--- config.mk ---
export PLATFORM = sky130hd
export DESIGN_NAME = captive_dns_responder_core
export DESIGN_NICKNAME = d
export VERILOG_FILES = /design/src/rtl/cdr_pkg.sv /design/src/rtl/cdr_parser.sv /design/src/rtl/cdr_emitter.sv /design/src/rtl/captive_dns_responder_core.sv
export SDC_FILE = /design/constraint.sdc
export NUM_CORES = 1
export LEC_CHECK = 0
export ABC_CLOCK_PERIOD_IN_PS = 4200
export BUFFER_PORTS_ARGS = -buffer_cell sky130_fd_sc_hd__buf_2
export CORE_MARGIN = 3
export CORE_UTILIZATION = 30
export CTS_BUF_LIST = sky130_fd_sc_hd__clkbuf_2
export CTS_CLUSTER_DIAMETER = 40
export DETAILED_ROUTE_END_ITERATION = 8
export PLACE_DENSITY = 0.5
export SLEW_MARGIN = 5
export SYNTH_ARGS = -nofsm -noshare
export SYNTH_HDL_FRONTEND = slang
export SYNTH_HIERARCHICAL = 1
export SYNTH_SLANG_ARGS = --single-unit
--- constraint.sdc ---
create_clock -name clock -period 4.2 [get_ports clock]
set_clock_uncertainty 0.1 [all_clocks]
set_input_delay 0.42 -clock clock [delete_from_list [all_inputs] [get_ports clock]]
set_output_delay 0.42 -clock clock [all_outputs]
set_load 0.01 [all_outputs]
--- src/rtl/cdr_pkg.sv ---
// ----------------------------------------------------------------------------
// cdr_pkg
// Shared types, constants and byte tables of the captive DNS responder.
// ----------------------------------------------------------------------------
package cdr_pkg;

   localparam int ByteW   = 8;
   localparam int WordW   = 32;
   localparam int FieldW  = 6;   // label length up to 63
   localparam int LabelW  = 7;   // label count up to 127
   localparam int HdrLen  = 12;  // DNS header bytes
   localparam int AnsLen  = 16;  // appended A-record bytes
   localparam int AnsIdxW = 5;   // counts echo plus answer beats, 0..16

   localparam logic [ByteW-1:0] OpcodeMask = 8'hF8;  // QR and opcode bits
   localparam logic [ByteW-1:0] LabelTopMask = 8'hC0;
   localparam logic [ByteW-1:0] LabelMax = 8'd63;
   localparam logic [FieldW-1:0] QtailLen = 6'd4;    // QTYPE + QCLASS

   localparam logic [0:0] CsrAddress = 1'b0;
   localparam logic [0:0] CsrTtl     = 1'b1;

   localparam logic [WordW-1:0] AddressReset = 32'hC0A8_0401;
   localparam logic [WordW-1:0] TtlReset     = 32'd60;

   typedef enum logic [2:0] {
      PH_HEADER,
      PH_LABEL_LEN,
      PH_LABEL_BODY,
      PH_QTAIL,
      PH_TRAIL
   } phase_type;

   typedef enum logic [1:0] {
      PLAN_NONE,    // echo at most
      PLAN_ANSWER,  // echo at most, then the answer record
      PLAN_DROP     // single drop marker
   } plan_kind_type;

   typedef struct packed {
      logic                echo;
      logic [ByteW-1:0]    echo_byte;
      plan_kind_type       kind;
   } plan_type;

   // Rewritten header bytes 2..11: response, one question, one answer.
   function automatic logic [ByteW-1:0] header_byte(input logic [3:0] idx);
      logic [ByteW-1:0] b;
      unique case (idx)
         4'd0:    b = 8'h81;
         4'd1:    b = 8'h80;
         4'd3:    b = 8'h01;
         4'd5:    b = 8'h01;
         default: b = 8'h00;
      endcase
      return b;
   endfunction

   // A-record answer: name pointer, type, class, TTL, length, address.
   function automatic logic [ByteW-1:0] answer_byte(input logic [3:0] idx,
                                                    input logic [WordW-1:0] ttl,
                                                    input logic [WordW-1:0] addr);
      logic [ByteW-1:0] b;
      unique case (idx)
         4'd0:    b = 8'hC0;
         4'd1:    b = 8'h0C;
         4'd3:    b = 8'h01;
         4'd5:    b = 8'h01;
         4'd6:    b = ttl[31:24];
         4'd7:    b = ttl[23:16];
         4'd8:    b = ttl[15:8];
         4'd9:    b = ttl[7:0];
         4'd11:   b = 8'h04;
         4'd12:   b = addr[31:24];
         4'd13:   b = addr[23:16];
         4'd14:   b = addr[15:8];
         4'd15:   b = addr[7:0];
         default: b = 8'h00;
      endcase
      return b;
   endfunction

endpackage

--- src/rtl/cdr_parser.sv ---
// ----------------------------------------------------------------------------
// cdr_parser
// Per-byte query parse: header checks, name labels, QTYPE/QCLASS, length.
// ----------------------------------------------------------------------------
module cdr_parser #(
   parameter int MAX_PACKET = 512,
   parameter int MAX_LABELS = 127
) (
   input  logic                    clock,
   input  logic                    reset,
   input  logic                    fire,
   input  logic [cdr_pkg::ByteW-1:0] in_byte,
   input  logic                    in_last,
   output cdr_pkg::plan_type       plan
);

   localparam int PosW = $clog2(MAX_PACKET + 1);
   localparam logic [PosW-1:0] MaxPos = PosW'(MAX_PACKET);
   localparam logic [PosW-1:0] AnsLimit = PosW'(MAX_PACKET - cdr_pkg::AnsLen - 1);
   localparam logic [cdr_pkg::LabelW-1:0] MaxLab = cdr_pkg::LabelW'(MAX_LABELS);

   logic [PosW-1:0]            pos_ff, pos_in;
   cdr_pkg::phase_type         phase_ff, phase_in;
   logic [cdr_pkg::FieldW-1:0] left_ff, left_in;
   logic [cdr_pkg::LabelW-1:0] labels_ff, labels_in;
   logic                       rej_ff, rej_in;

   logic                       echo;
   logic [cdr_pkg::ByteW-1:0]  echo_byte;
   logic [cdr_pkg::FieldW-1:0] left_dec;

   always_comb begin
      phase_in  = phase_ff;
      left_in   = left_ff;
      labels_in = labels_ff;
      rej_in    = rej_ff;
      echo      = 1'b0;
      echo_byte = in_byte;
      left_dec  = left_ff;

      if (!rej_ff && pos_ff >= MaxPos) begin
         rej_in = 1'b1;
      end

      if (!rej_in) begin
         unique case (phase_ff)
            cdr_pkg::PH_HEADER: begin
               if (pos_ff == PosW'(2) && (in_byte & cdr_pkg::OpcodeMask) != '0) begin
                  rej_in = 1'b1;
               end else if (pos_ff == PosW'(4) && in_byte != 8'd0) begin
                  rej_in = 1'b1;
               end else if (pos_ff == PosW'(5) && in_byte != 8'd1) begin
                  rej_in = 1'b1;
               end else begin
                  echo = 1'b1;
                  if (pos_ff >= PosW'(2) && pos_ff < PosW'(cdr_pkg::HdrLen)) begin
                     echo_byte = cdr_pkg::header_byte(pos_ff[3:0] - 4'd2);
                  end
                  if (pos_ff >= PosW'(cdr_pkg::HdrLen - 1)) begin
                     phase_in = cdr_pkg::PH_LABEL_LEN;
                  end
               end
            end
            cdr_pkg::PH_LABEL_LEN: begin
               if (in_byte == 8'd0) begin
                  phase_in = cdr_pkg::PH_QTAIL;
                  left_in  = cdr_pkg::QtailLen;
                  echo     = 1'b1;
               end else if ((in_byte & cdr_pkg::LabelTopMask) != '0 ||
                            in_byte > cdr_pkg::LabelMax || labels_ff >= MaxLab) begin
                  rej_in = 1'b1;
               end else begin
                  labels_in = labels_ff + 1'b1;
                  left_in   = in_byte[cdr_pkg::FieldW-1:0];
                  phase_in  = cdr_pkg::PH_LABEL_BODY;
                  echo      = 1'b1;
               end
            end
            cdr_pkg::PH_LABEL_BODY: begin
               echo = 1'b1;
               if (left_ff != '0) begin
                  left_dec = left_ff - 1'b1;
               end
               left_in = left_dec;
               if (left_dec == '0) begin
                  phase_in = cdr_pkg::PH_LABEL_LEN;
               end
            end
            cdr_pkg::PH_QTAIL: begin
               // expected bytes 00 01 00 01: low byte of each field is 1
               if (left_ff == '0 || left_ff > cdr_pkg::QtailLen ||
                   in_byte != {7'd0, left_ff[0]}) begin
                  rej_in = 1'b1;
               end else begin
                  echo     = 1'b1;
                  left_dec = left_ff - 1'b1;
                  left_in  = left_dec;
                  if (left_dec == '0) begin
                     if (pos_ff > AnsLimit) begin
                        rej_in = 1'b1;
                        echo   = 1'b0;
                     end else begin
                        phase_in = cdr_pkg::PH_TRAIL;
                     end
                  end
               end
            end
            cdr_pkg::PH_TRAIL: begin
            end
            default: begin
               rej_in = 1'b1;
            end
         endcase
      end

      pos_in = (pos_ff < MaxPos) ? pos_ff + 1'b1 : pos_ff;

      plan.echo_byte = echo_byte;
      if (!in_last) begin
         plan.echo = echo && !rej_in;
         plan.kind = cdr_pkg::PLAN_NONE;
      end else if (rej_in || phase_in != cdr_pkg::PH_TRAIL) begin
         plan.echo = 1'b0;
         plan.kind = cdr_pkg::PLAN_DROP;
      end else begin
         plan.echo = echo;
         plan.kind = cdr_pkg::PLAN_ANSWER;
      end
   end

   always_ff @(posedge clock) begin
      if (reset) begin
         pos_ff    <= '0;
         phase_ff  <= cdr_pkg::PH_HEADER;
         left_ff   <= '0;
         labels_ff <= '0;
         rej_ff    <= 1'b0;
      end else if (fire) begin
         if (in_last) begin
            pos_ff    <= '0;
            phase_ff  <= cdr_pkg::PH_HEADER;
            left_ff   <= '0;
            labels_ff <= '0;
            rej_ff    <= 1'b0;
         end else begin
            pos_ff    <= pos_in;
            phase_ff  <= phase_in;
            left_ff   <= left_in;
            labels_ff <= labels_in;
            rej_ff    <= rej_in;
         end
      end
   end

endmodule

--- src/rtl/cdr_emitter.sv ---
// ----------------------------------------------------------------------------
// cdr_emitter
// Two-entry plan queue and response sequencer: echo, answer or drop beats.
// ----------------------------------------------------------------------------
module cdr_emitter (
   input  logic                      clock,
   input  logic                      reset,
   input  logic                      push,
   input  cdr_pkg::plan_type         plan,
   output logic                      full,
   input  logic [cdr_pkg::WordW-1:0] ttl,
   input  logic [cdr_pkg::WordW-1:0] addr,
   output logic                      rsp_valid,
   input  logic                      rsp_ready,
   output logic [cdr_pkg::ByteW-1:0] rsp_out_byte,
   output logic                      rsp_out_last,
   output logic                      rsp_out_drop
);

   cdr_pkg::plan_type                 plan_ff [2];
   logic                              wr_ptr_ff, rd_ptr_ff;
   logic [1:0]                        count_ff, count_in;
   logic [cdr_pkg::AnsIdxW-1:0]       idx_ff, idx_in;

   cdr_pkg::plan_type                 head;
   logic                              head_valid;
   logic                              has_beat;
   logic                              final_beat;
   logic                              pop;
   logic [cdr_pkg::AnsIdxW-1:0]       ans_idx;

   assign full       = (count_ff == 2'd2);
   assign head       = plan_ff[rd_ptr_ff];
   assign head_valid = (count_ff != 2'd0);

   always_comb begin
      ans_idx      = idx_ff - cdr_pkg::AnsIdxW'(head.echo);
      has_beat     = 1'b1;
      final_beat   = 1'b1;
      rsp_out_byte = head.echo_byte;
      rsp_out_last = 1'b0;
      rsp_out_drop = 1'b0;
      case (head.kind)
         cdr_pkg::PLAN_DROP: begin
            rsp_out_byte = '0;
            rsp_out_last = 1'b1;
            rsp_out_drop = 1'b1;
         end
         cdr_pkg::PLAN_ANSWER: begin
            if (!(head.echo && idx_ff == '0)) begin
               rsp_out_byte = cdr_pkg::answer_byte(ans_idx[3:0], ttl, addr);
               rsp_out_last = (ans_idx == cdr_pkg::AnsIdxW'(cdr_pkg::AnsLen - 1));
            end
            final_beat = rsp_out_last;
         end
         default: begin
            has_beat = head.echo;
         end
      endcase
      rsp_valid = head_valid && has_beat;
      pop       = head_valid && (!has_beat || (rsp_ready && final_beat));
      idx_in    = idx_ff;
      if (pop) begin
         idx_in = '0;
      end else if (rsp_valid && rsp_ready) begin
         idx_in = idx_ff + 1'b1;
      end
      count_in = count_ff + {1'b0, push} - {1'b0, pop};
   end

   always_ff @(posedge clock) begin
      if (reset) begin
         wr_ptr_ff <= 1'b0;
         rd_ptr_ff <= 1'b0;
         count_ff  <= '0;
         idx_ff    <= '0;
      end else begin
         if (push) begin
            wr_ptr_ff <= ~wr_ptr_ff;
         end
         if (pop) begin
            rd_ptr_ff <= ~rd_ptr_ff;
         end
         count_ff <= count_in;
         idx_ff   <= idx_in;
      end
   end

   always_ff @(posedge clock) begin
      if (push) begin
         plan_ff[wr_ptr_ff] <= plan;
      end
   end

endmodule

--- src/rtl/captive_dns_responder_core.sv ---
// ----------------------------------------------------------------------------
// captive_dns_responder_core
// Streaming captive-portal DNS responder: validates an A query byte by byte,
// echoes it with a rewritten header and appends a fixed A-record answer.
// ----------------------------------------------------------------------------
// Usage:
//  - req_ channel: one query byte per beat, req_in_last on the final byte.
//  - rsp_ channel: response bytes, cut-through. rsp_out_last marks the last
//    beat of a packet; rsp_out_drop on that beat tells the consumer to throw
//    away every byte already sent for the packet (the beat's byte is zero).
//  - csr_ port: index 0 answer address, index 1 TTL; write only while idle.
// Echo path: a byte's plan is registered in the plan queue before its echo shows on rsp.
// Throughput: one byte per cycle while req_ready is high. The final byte of
//   a good query expands to up to 17 beats (echo plus the 16-byte answer); the
//   two-entry plan queue between parser and output sequencer then fills and
//   holds req_ready low until the answer drains.
// Stall: with rsp_ready low, one more byte is still taken into the queue;
//   req_ready is a pure register decode, no path from rsp_ready.
// Reset: synchronous; parse state to header phase, queue empty, CSRs to
//   192.168.4.1 and a TTL of 60 seconds.
// ----------------------------------------------------------------------------
module captive_dns_responder_core #(
   parameter int MAX_PACKET = 512,
   parameter int MAX_LABELS = 127
) (
   input  logic                      clock,
   input  logic                      reset,
   // query bytes
   input  logic                      req_valid,
   output logic                      req_ready,
   input  logic [cdr_pkg::ByteW-1:0] req_in_byte,
   input  logic                      req_in_last,
   // response bytes
   output logic                      rsp_valid,
   input  logic                      rsp_ready,
   output logic [cdr_pkg::ByteW-1:0] rsp_out_byte,
   output logic                      rsp_out_last,
   output logic                      rsp_out_drop,
   // configuration writes
   input  logic                      csr_we,
   input  logic [0:0]                csr_index,
   input  logic [cdr_pkg::WordW-1:0] csr_wdata
);

   logic                      req_fire;
   logic                      queue_full;
   cdr_pkg::plan_type         plan;
   logic [cdr_pkg::WordW-1:0] addr_ff;
   logic [cdr_pkg::WordW-1:0] ttl_ff;

   assign req_ready = !queue_full;
   assign req_fire  = req_valid && req_ready;

   // Answer registers, read live by the sequencer.
   always_ff @(posedge clock) begin
      if (reset) begin
         addr_ff <= cdr_pkg::AddressReset;
         ttl_ff  <= cdr_pkg::TtlReset;
      end else if (csr_we) begin
         unique case (csr_index)
            cdr_pkg::CsrAddress: addr_ff <= csr_wdata;
            cdr_pkg::CsrTtl:     ttl_ff  <= csr_wdata;
            default: begin
            end
         endcase
      end
   end

   // Parse each accepted beat into a plan: echo byte, answer or drop.
   cdr_parser #(
      .MAX_PACKET (MAX_PACKET),
      .MAX_LABELS (MAX_LABELS)
   ) u_parser (
      .clock   (clock),
      .reset   (reset),
      .fire    (req_fire),
      .in_byte (req_in_byte),
      .in_last (req_in_last),
      .plan    (plan)
   );

   // Queue plans and expand them into response beats.
   cdr_emitter u_emitter (
      .clock        (clock),
      .reset        (reset),
      .push         (req_fire),
      .plan         (plan),
      .full         (queue_full),
      .ttl          (ttl_ff),
      .addr         (addr_ff),
      .rsp_valid    (rsp_valid),
      .rsp_ready    (rsp_ready),
      .rsp_out_byte (rsp_out_byte),
      .rsp_out_last (rsp_out_last),
      .rsp_out_drop (rsp_out_drop)
   );

endmodule
Word-level counts from Yosys, hierarchy flattened
Memory sizes are Yosys's and may differ from the RTL's. A register that Yosys moved wholly into a read port is not among the register bits.
Cells that the tools add are included.

cells by class
  $add $sub $neg = 8
  magnitude comparators = 9
  eq/ne operators = 34
  mux-type cells = 74
  bitwise operators = 3
  reduce and logical (&&, ||, !) cells = 48

operator list
  kind                                                                              count
  8-bit case mux with 12 select lines                                               1
  8-bit two-way mux                                                                 7
  6-bit two-way mux                                                                 8
  3-bit two-way mux                                                                 12
  7-bit two-way mux                                                                 5
  1-bit two-way mux                                                                 30
  4-bit equality test, second input constant                                        7
  8-bit case mux with 3 select lines                                                1
  8-bit nonzero test                                                                3
  10-bit by 3-bit equality test with 1-bit output, second input constant            2
  10-bit two-way mux                                                                2
  6-bit zero test                                                                   3
  6-bit case mux with 3 select lines                                                1
  4-bit by 3-bit equality test with 1-bit output, second input constant             4
  8-bit case mux with 2 select lines                                                1
  1-bit logical AND                                                                 12
  3-bit case mux with 4 select lines                                                1
  10-bit by 1-bit adder with 10-bit output, second input constant                   1
  10-bit by 2-bit equality test with 1-bit output, second input constant            1
  10-bit >= comparator, second input constant                                       1
  10-bit by 2-bit >= comparator with 1-bit output, second input constant            1
  10-bit by 4-bit >= comparator with 1-bit output, second input constant            1
  10-bit by 9-bit greater-than comparator with 1-bit output, second input constant  1
  10-bit < comparator, second input constant                                        1
  other kinds (40)                                                                  69

storage, ports and cells
  register bits = 100
  memory bits (writable) = 22
  bits of input ports = 47
  output and inout bits = 12
  memories = 1

memory list
  memory             depth  bits a word  rd ports  clocked after Yosys merged registers in  write ports  line               RTL
  u_emitter.plan_ff  2      11           1         1                                        1            cdr_emitter.sv:20  cdr_pkg::plan_type plan_ff [2];

Depth between registers and ports, before layout
Gate-level depths: netlist (run 1).

  depth in word-level cells = 12
  mapped depth = 16
  mapped depth without buffers = 15

Cells and area by module
Netlist (run 1), hierarchy kept.

by module, submodules not included
  module                      times used  cells an instance  area each (µm²)  seq. area each (µm²)
  captive_dns_responder_core  1           258                2,662.6          1,281.2
  cdr_emitter                 1           299                2,637.5          860.8
  cdr_parser                  1           293                2,202.1          540.5

Worst setup path after synthesis (run 1)
OpenSTA, ideal clock, no wires.

  path kind = flip-flop to flip-flop
  start = reg (tool-made name)
  end = reg u_emitter.count_ff[1]
  setup time = 0.133 ns
  data arrival time = 3.031 ns
  data required time = 3.967 ns
  setup slack = 0.936 ns
  stages on the path, launching flop included = 17
  buffers on the path = 2
  clock period less this slack = 3.264 ns
  cells stage by stage = dfxtp_1 mux2i_1 inv_1 ha_1 ha_1 buf_2 nor2_1 nand3_2 o211ai_1 and2_1 buf_2 ha_1 inv_1 ha_1 xor2_1 xnor2_1 nor2_1

RTL lines
  item                  line               RTL
  end signal, assigned  cdr_emitter.sv:84  count_ff <= count_in;
  end, declared         cdr_emitter.sv:22  logic [1:0] count_ff, count_in;

Worst setup path after layout (run 1)
  start = reg u_emitter/idx_ff[3] (netlist name)
  end = out rsp_out_byte[0] (netlist name)

between the ends
  longest elaborated chain between the ends = 6
  elaborated cells between the ends (all ways) = 20

ends and longest elaborated chain
  item                                                                                                                     line                              RTL
  start, declared                                                                                                          cdr_emitter.sv:23                 logic [cdr_pkg::AnsIdxW-1:0] idx_ff, idx_in;
  start signal, assigned                                                                                                   cdr_emitter.sv:85                 idx_ff <= idx_in;
  5-bit by 1-bit subtractor with 5-bit output                                                                              cdr_emitter.sv:37                 ans_idx = idx_ff - cdr_pkg::AnsIdxW'(head.echo);
  4-bit by 2-bit equality test with 1-bit output / 4-bit by 3-bit equality test with 1-bit output (equally long branches)  cdr_pkg.sv:64                     unique case (idx)
  2-bit OR reduction (no line)                                                                                             --
  8-bit case mux with 12 select lines                                                                                      cdr_pkg.sv:64
  8-bit two-way mux (*)                                                                                                    cdr_emitter.sv:50                 if (!(head.echo && idx_ff == '0)) begin
  8-bit case mux with 2 select lines (*)                                                                                   cdr_emitter.sv:43                 case (head.kind)
  end, declared                                                                                                            captive_dns_responder_core.sv:36  output logic [cdr_pkg::ByteW-1:0] rsp_out_byte,

Every way passes the cells marked *; elsewhere a longest branch is shown, timed or not.

==> results of run 1 <==
==> cell type report <==
type,count,area [um2],share of cell area [%]
tap,324,405.4,4.659
clock inverter,9,98.84,1.136
multi-input combinational,645,4501,51.72
antenna,2,5.005,0.05751
sequential,123,2683,30.83
clock buffer,21,105.1,1.208
inverter,24,90.09,1.035
timing repair buffer,113,814.5,9.360
==> report_power, final <==
| part | internal, W | leakage, nW | switching, W |
|---|---|---|---|
| combinational | 0.000712 | 2.17 | 0.00110 |
| sequential | 0.00130 | 1.03 | 0.0000681 |
| clock | 0.000270 | 0.134 | 0.000438 |
| total | 0.00228 | 3.33 | 0.00160 |
==> placed cells by master (no fill, tap or decap), types with 4 or more instances in the layout <==
master         count
nor4_1             6
nand4_1           11
clkbuf_2          21
dlygate4sd3_1     42
inv_1             24
nor3_2             6
edfxtp_1          22
dfxtp_1          101
o31ai_1            5
nand3_1           34
mux2i_1           68
or4_1              5
xor2_1            15
a211o_1            4
and3_1            10
nor3_1            12
nor2_1            60
buf_2             57
a21oi_1           43
and4_1             4
nor3b_1            5
a31oi_1           11
or3_1              7
o21ai_0           24
and2_1            14
buf_4             13
ha_1              17
xnor2_1            9
a32oi_1            5
nor2b_1           14
mux2_2             5
a22oi_1            5
nand2b_1          80
a21bo_2            7
o21ai_1           10
o31a_1             4
nand2_1           60
a211oi_1           5
o211ai_1           7
==> what timing repair did <==
action                     CTS  global route
hold endpoints to repair    82             0
setup endpoints to repair    7             8
resized for setup            6             8
setup buffers                0             1
hold buffers                42             0
pin swaps                    0             1
==> path summary, 6_finish.rpt <==
kind / from / cells past startpoint / slack (ps) / endpoint
min reg2reg: ttl_ff[20] / 2 / 390 / ttl_ff[20]
max: u_emitter/idx_ff[3] / 7 / 240 / rsp_out_byte[0]
max reg2reg: register / 14 / 740 / u_emitter/count_ff[1]
min: req_in_byte[7] / 2 / 110 / u_emitter/plan_ff[1][9]
==> logic make-up (layout without fill, tap and decap cells) <==
family | after synthesis | in the layout | share of synthesized area [%]
adders and majority gates | 18 | 18 | 3.002
xor gates and xnor gates | 26 | 26 | 3.135
DFF | 123 | 123 | 35.76
and+or+nand+nor | 356 | 356 | 26.62
other | 0 | 2 | 0
muxes | 78 | 78 | 11.01
buffers and inverters | 82 | 167 | 5.187
AOI/OAI and AO/OA | 167 | 167 | 15.29
==> critical path: stages, from the launching register on <==
cell and delay [ps]:
dfxtp_1 870, buf_4 310, and2_1 380, nand2_1 90, o21ai_1 310, a31oi_1 200
a221oi_2 410, buf_2 210
==> per-layer routing <==
metal	wire length, um	GRT usage [%]	up-vias	part of all wire, %
li1	-	-	3204	-
met3	907	2.774	29	4.4
met1	10440	22.78	3031	50
met4	510	5.882	0	2.5
met2	8954	22.66	165	43
met5	0	0	-	0
==> through the flow <==
step | power [W] | area, um2 | setup WS (ps)
after detailed placement | 0.003086 | 7996 | 545.4
after global placement | 0.003093 | 7996 | 574.9
after floorplan | 0.002567 | 7502 | 936.1
after CTS | 0.003885 | 8651 | 5.756
final | 0.003886 | 8702 | 236.5
after global routing | 0.004135 | 8702 | -18.11
==> state kept, by name, indices dropped and copies added (netlist names), named ones only <==
name,flops
u_parser/left_ff,6
u_emitter/idx_ff,5
u_parser/rej_ff,1
u_parser/phase_ff,3
u_emitter/count_ff,2
u_emitter/rd_ptr_ff,1
u_parser/pos_ff,10
u_parser/labels_ff,7
u_emitter/plan_ff,22
u_emitter/wr_ptr_ff,1
ttl_ff,32
addr_ff,32
==> impl_metrics.tcl, run 1 <==
set metrics [dict create \
    clk_pin_slew_ps 170 \
    synth.distinct_cells 82 \
    syn-instance-count 850 \
    top_cells_by_count_synth "dfxtp_1 (101), nand2b_1 (81), mux2i_1 (69)" \
    ys_top_cells_by_area "dfxtp_1 (27%), mux2i_1 (9.2%), edfxtp_1 (8.8%)" \
    post_synth.cell_area_avg_um2 8.826 \
    critical_path_fanout_max 16 \
    timing_hold_violations_final 0 \
    async_flop_share_pct 0 \
    placementRows 57 \
    cts_tree "yes" \
    grtUsageTotal_pct 15.57 \
    fp.dieArea_um2 26940 \
    final_nets 989 \
    final_period_minus_worst_setup_slack_ps 3964 \
    timing.slew.headroom_pct 28.68 \
    worst_hold_path_type "primary input to register" \
    synthFlopType "dfxtp_1" \
    worstSetupPathType "register to output pin" \
    setup_viol 0 \
    detail_route.iter0.violations 497 \
    edff_count_synth 22 \
    total_number_of_h_tree_levels 4 \
    end_kind "output pin" \
    worstSetupStartpointType "register" \
    leakage_power_nw 3.334 \
    critical_path_data_arrival_time_ps 3440 \
    tritoncts_sinks 123 \
    die_h_um 164.1 \
    dp_hpwl_mm 15.12 \
    root_cell_of_the_clock_tree "clkbuf_2" \
    global_route_wire_length_before_repair_mm 33.00 \
    outcome "finished, final reports clean" \
    finalWeightedCongestion 0.9484 \
    mappedNetlistNets 915 \
    ios 59 \
    finalWirelength_mm 20.81 \
    number_of_buffer_cells_added_on_primary_ports 58 \
    final_hold_slack_ps 105.9 \
    tns_ps 0 \
    floorplan.initialDensity_pct 30.67 \
    min_period_over_period_pct 94.37 \
    globalRoute.totalOverflow 0 \
    vias_per_cell 5.098 \
    timing.critical_path.required_ps 3680 \
    grt_start_max_net_pins 63 \
    max_cap_viol_count 0 \
    wl_per_cell_um 16.50 \
    postLayoutCoreUtil_pct 35.57 \
    clockBufferDepth 2 \
    synthMostInstantiatedCell "dfxtp_1" \
    dr_total_vias 6429 \
    synth_top_area_cell "dfxtp_1" \
    grt_pass1_vias 6078 \
    fillers 2524 \
    ys_seq_elements 123 \
    final_cells 1261 \
    powerDensity_nw_per_um2 446.5 \
    worstMarginPinSlew_ps 1068 \
    worst_skew_pair.late_latency_ps 670 \
    numCtsBuffers 17 \
    core_um2 24460 \
    die_width_um 164.1 \
    drcViolationCount 0 \
    ant_nets 0 \
    dp_cells 1186 \
    timing_max_transition_violations_final 0 \
    grt_antenna_before_repair 1 \
    achievable-frequency_ghz 0.2523 \
    syn-cell-area_um2 7502 \
    area_growth_pct 15.99 \
    ir_drop_worst_vdd_mv 0.1715 \
    synthDominantCellAreaShare_pct 26.95 \
    yosysWarningCount 6 \
    drt_pass1_iterations 5 \
    synth.yosys.seq_area_share_pct 35.76 \
    layout-drive-gt1-share_pct 16.15 \
    rsz0062_at_grt "true" \
]
Note: power is estimated with default switching activity, not from simulation.
==> run 2, diff against run 1 <==
- SETUP_SLACK_MARGIN: default -> 0.5
==> run 2 against run 1 <==
Compared with the run above: register-to-register slack better by 120 ps; combinational power is 33% higher; sequential cell count unchanged; global-route usage rose by 0.27 points; non-clock buffer count increased by 26; critical endpoint unchanged; largest cell class unchanged.
==> impl_metrics.tcl, run 2 (synthesized netlist as in run 1, its figures left out) <==
set metrics [dict create \
    outcome "finished, final reports clean" \
    grtUsageTotal_pct 15.84 \
    numCtsBuffers 17 \
    globalRoute.totalOverflow 0 \
    timing_hold_violations_final 0 \
    ir_drop_worst_vdd_mv 0.2188 \
    clk_pin_slew_ps 180 \
    critical_path_fanout_max 7 \
    worstSetupStartpointType "register" \
    core_um2 24460 \
    timing.critical_path.required_ps 3680 \
    mostFrequentLayoutCells "dfxtp_1 (98), nand2b_1 (77), mux2i_1 (67)" \
    grt_antenna_before_repair 1 \
    clockBufferDepth 2 \
    wl_per_cell_um 16.84 \
    timing.slew.headroom_pct 29.23 \
    final_nets 1015 \
    root_cell_of_the_clock_tree "clkbuf_2" \
    finalWeightedCongestion 0.9484 \
    worstSetupPathType "register to output pin" \
    dr_total_vias 6616 \
    r2r_slack_ps 860 \
    leakage_power_nw 3.590 \
    drcViolationCount 0 \
    achievable-frequency_ghz 0.2688 \
    final_hold_slack_ps 88.51 \
    ant_nets 0 \
    rsz0062_at_grt "true" \
    final_cells 1286 \
    drt_pass1_iterations 5 \
    final_period_minus_worst_setup_slack_ps 3721 \
    placementRows 57 \
    fp.dieArea_um2 26940 \
    min_to "u_emitter/plan_ff[1][9]" \
    finalWirelength_mm 21.65 \
    min_delay_path_depth 2 \
    powerDensity_nw_per_um2 484.1 \
    grt_start_max_net_pins 63 \
    number_of_buffer_cells_added_on_primary_ports 58 \
    vias_per_cell 5.145 \
    global_route_wire_length_before_repair_mm 33.66 \
    seq_area_um2 2686 \
    total_number_of_h_tree_levels 4 \
    worstMarginPinSlew_ps 1059 \
    setup_viol 0 \
    detail_route.iter0.violations 514 \
    critical_path.reg2reg.endpoint "u_emitter/count_ff[1]" \
    top_regs "addr_ff (32), ttl_ff (32), u_emitter/plan_ff (22)" \
    cts_tree "yes" \
    worst_hold_path_type "primary input to register" \
    min_period_over_period_pct 88.59 \
    tns_ps 0 \
    worst_skew_pair.late_latency_ps 690 \
    max_cap_viol_count 0 \
    worstRegToRegCells 14 \
    fillers 2463 \
    layout-drive-gt1-share_pct 23.20 \
    grt_pass1_vias 6226 \
    die_width_um 164.1 \
    timing_max_transition_violations_final 0 \
    tritoncts_sinks 123 \
    end_kind "output pin" \
    floorplan.initialDensity_pct 30.67 \
    dp_hpwl_mm 15.12 \
    multi_input_comb_area_um2 4800 \
    dp_cells 1186 \
    layout_commonest_cell "dfxtp_1" \
    area_growth_pct 23.53 \
    hold_start "req_in_byte[7]" \
    die_h_um 164.1 \
    ios 59 \
    critical_path_data_arrival_time_ps 3200 \
]
==> run 2: cell types whose count changed in the layout (fill, tap and decap cells not counted), sizes merged <==
cell    delta
buf       +25
clkbuf     +1
diode      -1
==> run 2: metal layers <==
layer	routed length, um	track usage (%)	vias to the layer above	share of wire, %
li1	-	-	3254	-
met3	825	2.648	26	3.8
met5	0	0	-	0
met1	10830	23.09	3179	50
met2	9543	23.62	157	44
met4	454	5.306	0	2.1
==> run 2: area by class of cell <==
cell class                      count  area share (%)
Clock inverter                      9           1.067
Timing Repair Buffer              139           11.65
Multi-Input combinational cell    645           51.79
Inverter                           24          0.9721
Sequential cell                   123           28.99
Antenna cell                        1         0.02700
Clock buffer                       21           1.134
Tap cell                          324           4.374
==> run 2: worst max-delay path by stage <==
stage	start	end	slack, ps	cells past startpoint
after floorplan	register	u_emitter/count_ff[1]	940	16
after global placement	register	u_emitter/count_ff[1]	570	14
after detailed placement	register	u_emitter/count_ff[1]	550	14
after CTS	register	rsp_out_byte[3]	420	11
after global routing	register	rsp_out_byte[0]	310	12
final	register	rsp_out_byte[0]	480	11
==> run 2: metrics by stage <==
stage                     utilization [%]  setup slack [ps]  power (W)  instance area, um2
after floorplan                         -             936.1   0.002567                7502
after global placement              32.69             574.9   0.003093                7996
after detailed placement            32.69             545.4   0.003086                7996
after CTS                           36.48             419.4   0.004152                8925
after global routing                37.89             309.1   0.004733                9268
final                               37.89             479.2   0.004487                9268
==> run 2: power by group <==
| group | switching [W] | internal, W |
|---|---|---|
| Clock | 0.000442 | 0.000270 |
| Combinational | 0.00131 | 0.00109 |
| Sequential | 0.0000711 | 0.00130 |
==> run 2: timing repair <==
action,in CTS,in global routing
hold buffers,42,0
endpoints found under the setup margin,9,8
pin swaps,7,30
resized for setup,44,49
gates cloned,0,1
endpoints found under the hold margin,82,0
setup buffers,12,14
==> run 2: worst max-delay path, stage by stage (launching register included) <==
cell and delay, ps:
dfxtp_2 380, mux2i_2 230, inv_1 100, ha_4 190, ha_4 380, buf_12 150, o21bai_1 110, a31oi_1 70
a311oi_2 230, a31oi_1 90, a221oi_2 380, buf_2 210
